--- src/hdl/imt_ram.sv ---
// Generic one-write, one-read RAM with registered read data.
// No dependencies.
`timescale 1ns / 1ps
module imt_ram #(
	parameter int WIDTH = 8,
	parameter int DEPTH = 16
) (
	input  logic                     clk,
	input  logic                     we,
	input  logic [$clog2(DEPTH)-1:0] waddr,
	input  logic [WIDTH-1:0]         wdata,
	input  logic [$clog2(DEPTH)-1:0] raddr,
	output logic [WIDTH-1:0]         rdata
);
	logic [WIDTH-1:0] mem [DEPTH];

	always_ff @(posedge clk) begin
		if (we) begin
			mem[waddr] <= wdata;
		end
		rdata <= mem[raddr];
	end
endmodule

--- config.mk ---
export PLATFORM = sky130hd
export DESIGN_NAME = imt_ram
export DESIGN_NICKNAME = d
export VERILOG_FILES = /design/src/hdl/imt_ram.sv
export SDC_FILE = /design/constraint.sdc
export NUM_CORES = 1
export LEC_CHECK = 0
export BUFFER_PORTS_ARGS = -buffer_cell sky130_fd_sc_hd__buf_4
export CORE_ASPECT_RATIO = 0.6
export CORE_MARGIN = 4
export CORE_UTILIZATION = 60
export CTS_CLUSTER_SIZE = 12
export DETAILED_ROUTE_END_ITERATION = 10
export GPL_TIMING_DRIVEN = 0
export PLACE_DENSITY = 0.75
export SLEW_MARGIN = 10
export SYNTH_ARGS = -nofsm -noshare
export SYNTH_HDL_FRONTEND = slang
export SYNTH_SLANG_ARGS = --single-unit
--- constraint.sdc ---
create_clock -name clk -period 2.2 [get_ports clk]
set_input_delay 0.11 -clock clk [delete_from_list [all_inputs] [get_ports clk]]
set_output_delay 0.11 -clock clk [all_outputs]
set_load 0.02 [all_outputs]
==> metrics.log <==
INFO  metric routed_wl = about 10000 um
INFO  metric ctsLongestPathBuffers = 2
INFO  metric worst_clock_skew = about 0.0071 ns
INFO  metric cts_tree = yes
INFO  metric clk_pin_slew_worst_paths = 0.06 ns
INFO  metric port_buffers = 24
INFO  metric synth-warning-count = 0
INFO  metric area_growth_syn_to_layout = 20.3%
INFO  metric hold_ws = ~0.018 ns
INFO  metric synth_area_leaders = sky130_fd_sc_hd__edfxtp_1 75%, sky130_fd_sc_hd__mux4_2 7.9%, sky130_fd_sc_hd__mux4_1 7.1%
INFO  metric worst_setup_slack_after_layout = approximately 0.73 ns
INFO  metric dr.first_iter.drc_count = 351
INFO  metric initial_core_util = around 64%
INFO  metric cp_top_family = simple AND/OR/NAND/NOR gates
INFO  metric worst_setup_path_start_kind = input pin
INFO  metric cap_viol_max_count = 0
INFO  metric ir_worst_vdd = approximately 0.8 mV
INFO  metric fin_cells = between 300 and 400
INFO  metric ys_seq_elements = roughly 140
INFO  metric fin_setup_tns = 0 ns
INFO  metric ctsRootBufferMaster = sky130_fd_sc_hd__clkbuf_16
INFO  metric top_layer = met4
INFO  metric wire_per_inst = ~26 um
INFO  metric timing.fmax = a little under 700 MHz
INFO  metric setup.worst_path.class = input pin to flop
INFO  metric routed-wl-met3 = approximately 930 um
INFO  metric placeableCoreArea = around 0.008 mm^2
INFO  metric cts.sink_count = approximately 140
INFO  metric final-max-slew-violation-count = 0
INFO  metric dr_wl_met2 = 4690 um
INFO  metric timing.final.hold_violations = 0
INFO  metric path_max_fanout = 8
INFO  metric drt_first_pass_iters = 5
INFO  metric setup_repair_after_global_routing_missed_its_margin = false
INFO  metric routedLengthMet1 = 4590 um
INFO  metric yosys.area.top_type = sky130_fd_sc_hd__edfxtp_1
INFO  metric timing.rr.start = mem[0][2]
INFO  metric synth_area_per_cell = approximately 22 um^2
INFO  metric ff2ff_setup_slack = about 0.85 ns
INFO  metric timing.reg2reg.worst_path_depth = 3
INFO  metric grt_usage = roughly 23%
INFO  metric dieWidth = 128 um
INFO  metric via_per_inst = roughly 6.4
INFO  metric cts.repair.resized = 0
INFO  metric min_path_cells = 1
INFO  metric total_power = between 0.006 and 0.007 W
INFO  metric synth_sequential_area_ratio = ~78%
INFO  metric post_synth_inst_count = between 200 and 250
INFO  metric globalRouteOverflowTotal = 0
INFO  metric worst-slew-pin-transition = slightly below 1 ns
INFO  metric netlist.area_leader.share = about 75%
INFO  metric antenna-diode-count = 0
INFO  metric finalWeightedCongestion = approximately 0.75
INFO  metric worstPathCellList = buf_4 > or3b_2 > nor2_1
INFO  metric drt.antenna.violating_nets = 0
INFO  metric clk_latency_worst_skew_pair = 0.41 ns
INFO  metric most-common-layout-cells = 128 x sky130_fd_sc_hd__edfxtp_1, 25 x sky130_fd_sc_hd__buf_4, 18 x sky130_fd_sc_hd__mux4_2
INFO  metric number_of_global_route_vias_before_repair = ~2600
INFO  metric grt_antenna_before_repair = 0
INFO  metric dp_hpwl = roughly 6200 um
INFO  metric postSynthNetCount = 247
INFO  metric period_share = about two thirds
INFO  metric hold_crit_class = input pin to flop
INFO  metric post_route_cells_drive_above_1_share = between 30% and 40%
INFO  metric synthesis.area = roughly 0.0051 mm^2
INFO  metric path_buf_inv = 1
INFO  metric finalSetupViolations = 0
INFO  metric cp.arrival = roughly 1.5 ns
INFO  metric preCtsSetupSlack = approximately 0.29 ns
INFO  metric timing.critical_path.slowest_cell_delay = approximately 0.75 ns
INFO  metric hold_end = mem[0][4]
INFO  metric boundaryPins = 26
INFO  metric placed_cells = ~360
INFO  metric dieArea = approximately 0.010 mm^2
INFO  metric slowest_cell_on_the_critical_path = sky130_fd_sc_hd__nor2_1
INFO  metric p_leak = ~2.1 nW
INFO  metric die_height = about 80 um
INFO  metric grt_start_max_net_pins = 17
INFO  metric placementRows = 25
INFO  metric endpoint_kind = flop
INFO  metric cp_data_required_time = roughly 2.2 ns
INFO  metric reg2reg_to = rdata[2]
INFO  metric vias = roughly 2500
INFO  metric worst_hold_startpoint = wdata[4]
INFO  metric timing.slew.headroom = between 30% and 40%
INFO  metric result_of_the_run = finished clean
INFO  metric detail_route.drc_violations = 0
INFO  metric pwr_density_cell = between 1000 and 1500 mW/mm^2
INFO  metric synth_cell_type_count = 19
INFO  metric first_pass_grt_wire_length = 15800 um
INFO  metric cts_made_buffers = 17
INFO  metric mostFrequentLayoutCell = sky130_fd_sc_hd__edfxtp_1
INFO  metric final_net_count = 293
INFO  metric layout_min_cycle_time = 1.47 ns
INFO  metric cts.htree.levels = 4
==> area by class of cell <==
class,instances,area (um^2)
multi-input combinational,83,1080
clock inverter,15,255
sequential,136,4000
tap,108,135
clock buffer,17,425
timing repair buffer,27,210
buffer,10,86.3
fill,434,1910
==> sequential cells by signal, indices dropped and copies added (netlist names) <==
name and count:
mem 128, rdata 8
==> metal layers <==
metal	global-route usage, %	up-vias
li1	-	1070
met1	33.6	1314
met2	31.4	122
met3	7.42	13
met4	10.9	0
met5	0	-
==> synth_stat cells <==
| cell | number |
|---|---|
| sky130_fd_sc_hd__nand3b_1 | 2 |
| sky130_fd_sc_hd__and2b_1 | 1 |
| sky130_fd_sc_hd__nand2_1 | 9 |
| sky130_fd_sc_hd__mux4_1 | 14 |
| sky130_fd_sc_hd__edfxtp_1 | 128 |
| sky130_fd_sc_hd__and2_1 | 1 |
| sky130_fd_sc_hd__dfxtp_1 | 8 |
| sky130_fd_sc_hd__or3b_2 | 1 |
| sky130_fd_sc_hd__nand2b_1 | 2 |
| sky130_fd_sc_hd__buf_4 | 1 |
| sky130_fd_sc_hd__nor2b_1 | 1 |
| sky130_fd_sc_hd__clkdlybuf4s25_2 | 3 |
| sky130_fd_sc_hd__nor2_1 | 13 |
| sky130_fd_sc_hd__mux4_2 | 18 |
| sky130_fd_sc_hd__buf_6 | 3 |
| sky130_fd_sc_hd__nand3_1 | 1 |
| sky130_fd_sc_hd__a22oi_1 | 16 |
| sky130_fd_sc_hd__nor3_1 | 4 |
| sky130_fd_sc_hd__buf_2 | 3 |
==> power by group <==
part           switching [W]  leakage [nW]  internal, W  total, W
Combinational       0.000175         0.552     0.000137  0.000312
Sequential         0.0000164          1.22      0.00290   0.00291
Clock                0.00103         0.334      0.00222   0.00326
==> how the worst max path moves through the flow <==
stage,startpoint,end,cells after the start
after floorplan,waddr[2],mem[0][0],2
after global placement,waddr[2],mem[0][7],3
after detailed placement,waddr[2],mem[3][7],3
after CTS,waddr[2],mem[2][2],3
after global routing,waddr[2],mem[2][2],3
final,waddr[2],mem[2][1],3
==> through the flow <==
stage / utilization [%] / area [um^2]
after global routing: 76.4 / 6190
after floorplan: - / 5150
after detailed placement: 67.7 / 5480
after CTS: 76.4 / 6190
after global placement: 67.4 / 5460
final: 76.4 / 6190
==> logic make-up (layout without fill, tap and decap cells) <==
family,Yosys count,in the layout,share of synthesized area (%)
flip-flops,136,136,77.8
AND/OR/NAND/NOR,35,35,3.18
multiplexers,32,32,15.0
AO/OA/AOI/OAI,16,16,2.33
buffers and inverters,10,69,1.68
==> timing repair <==
action	in CTS	in global routing
endpoints found under the hold margin	48	0
hold buffers	3	0
setup buffers	0	0
Power figures use the tool's default switching activity.
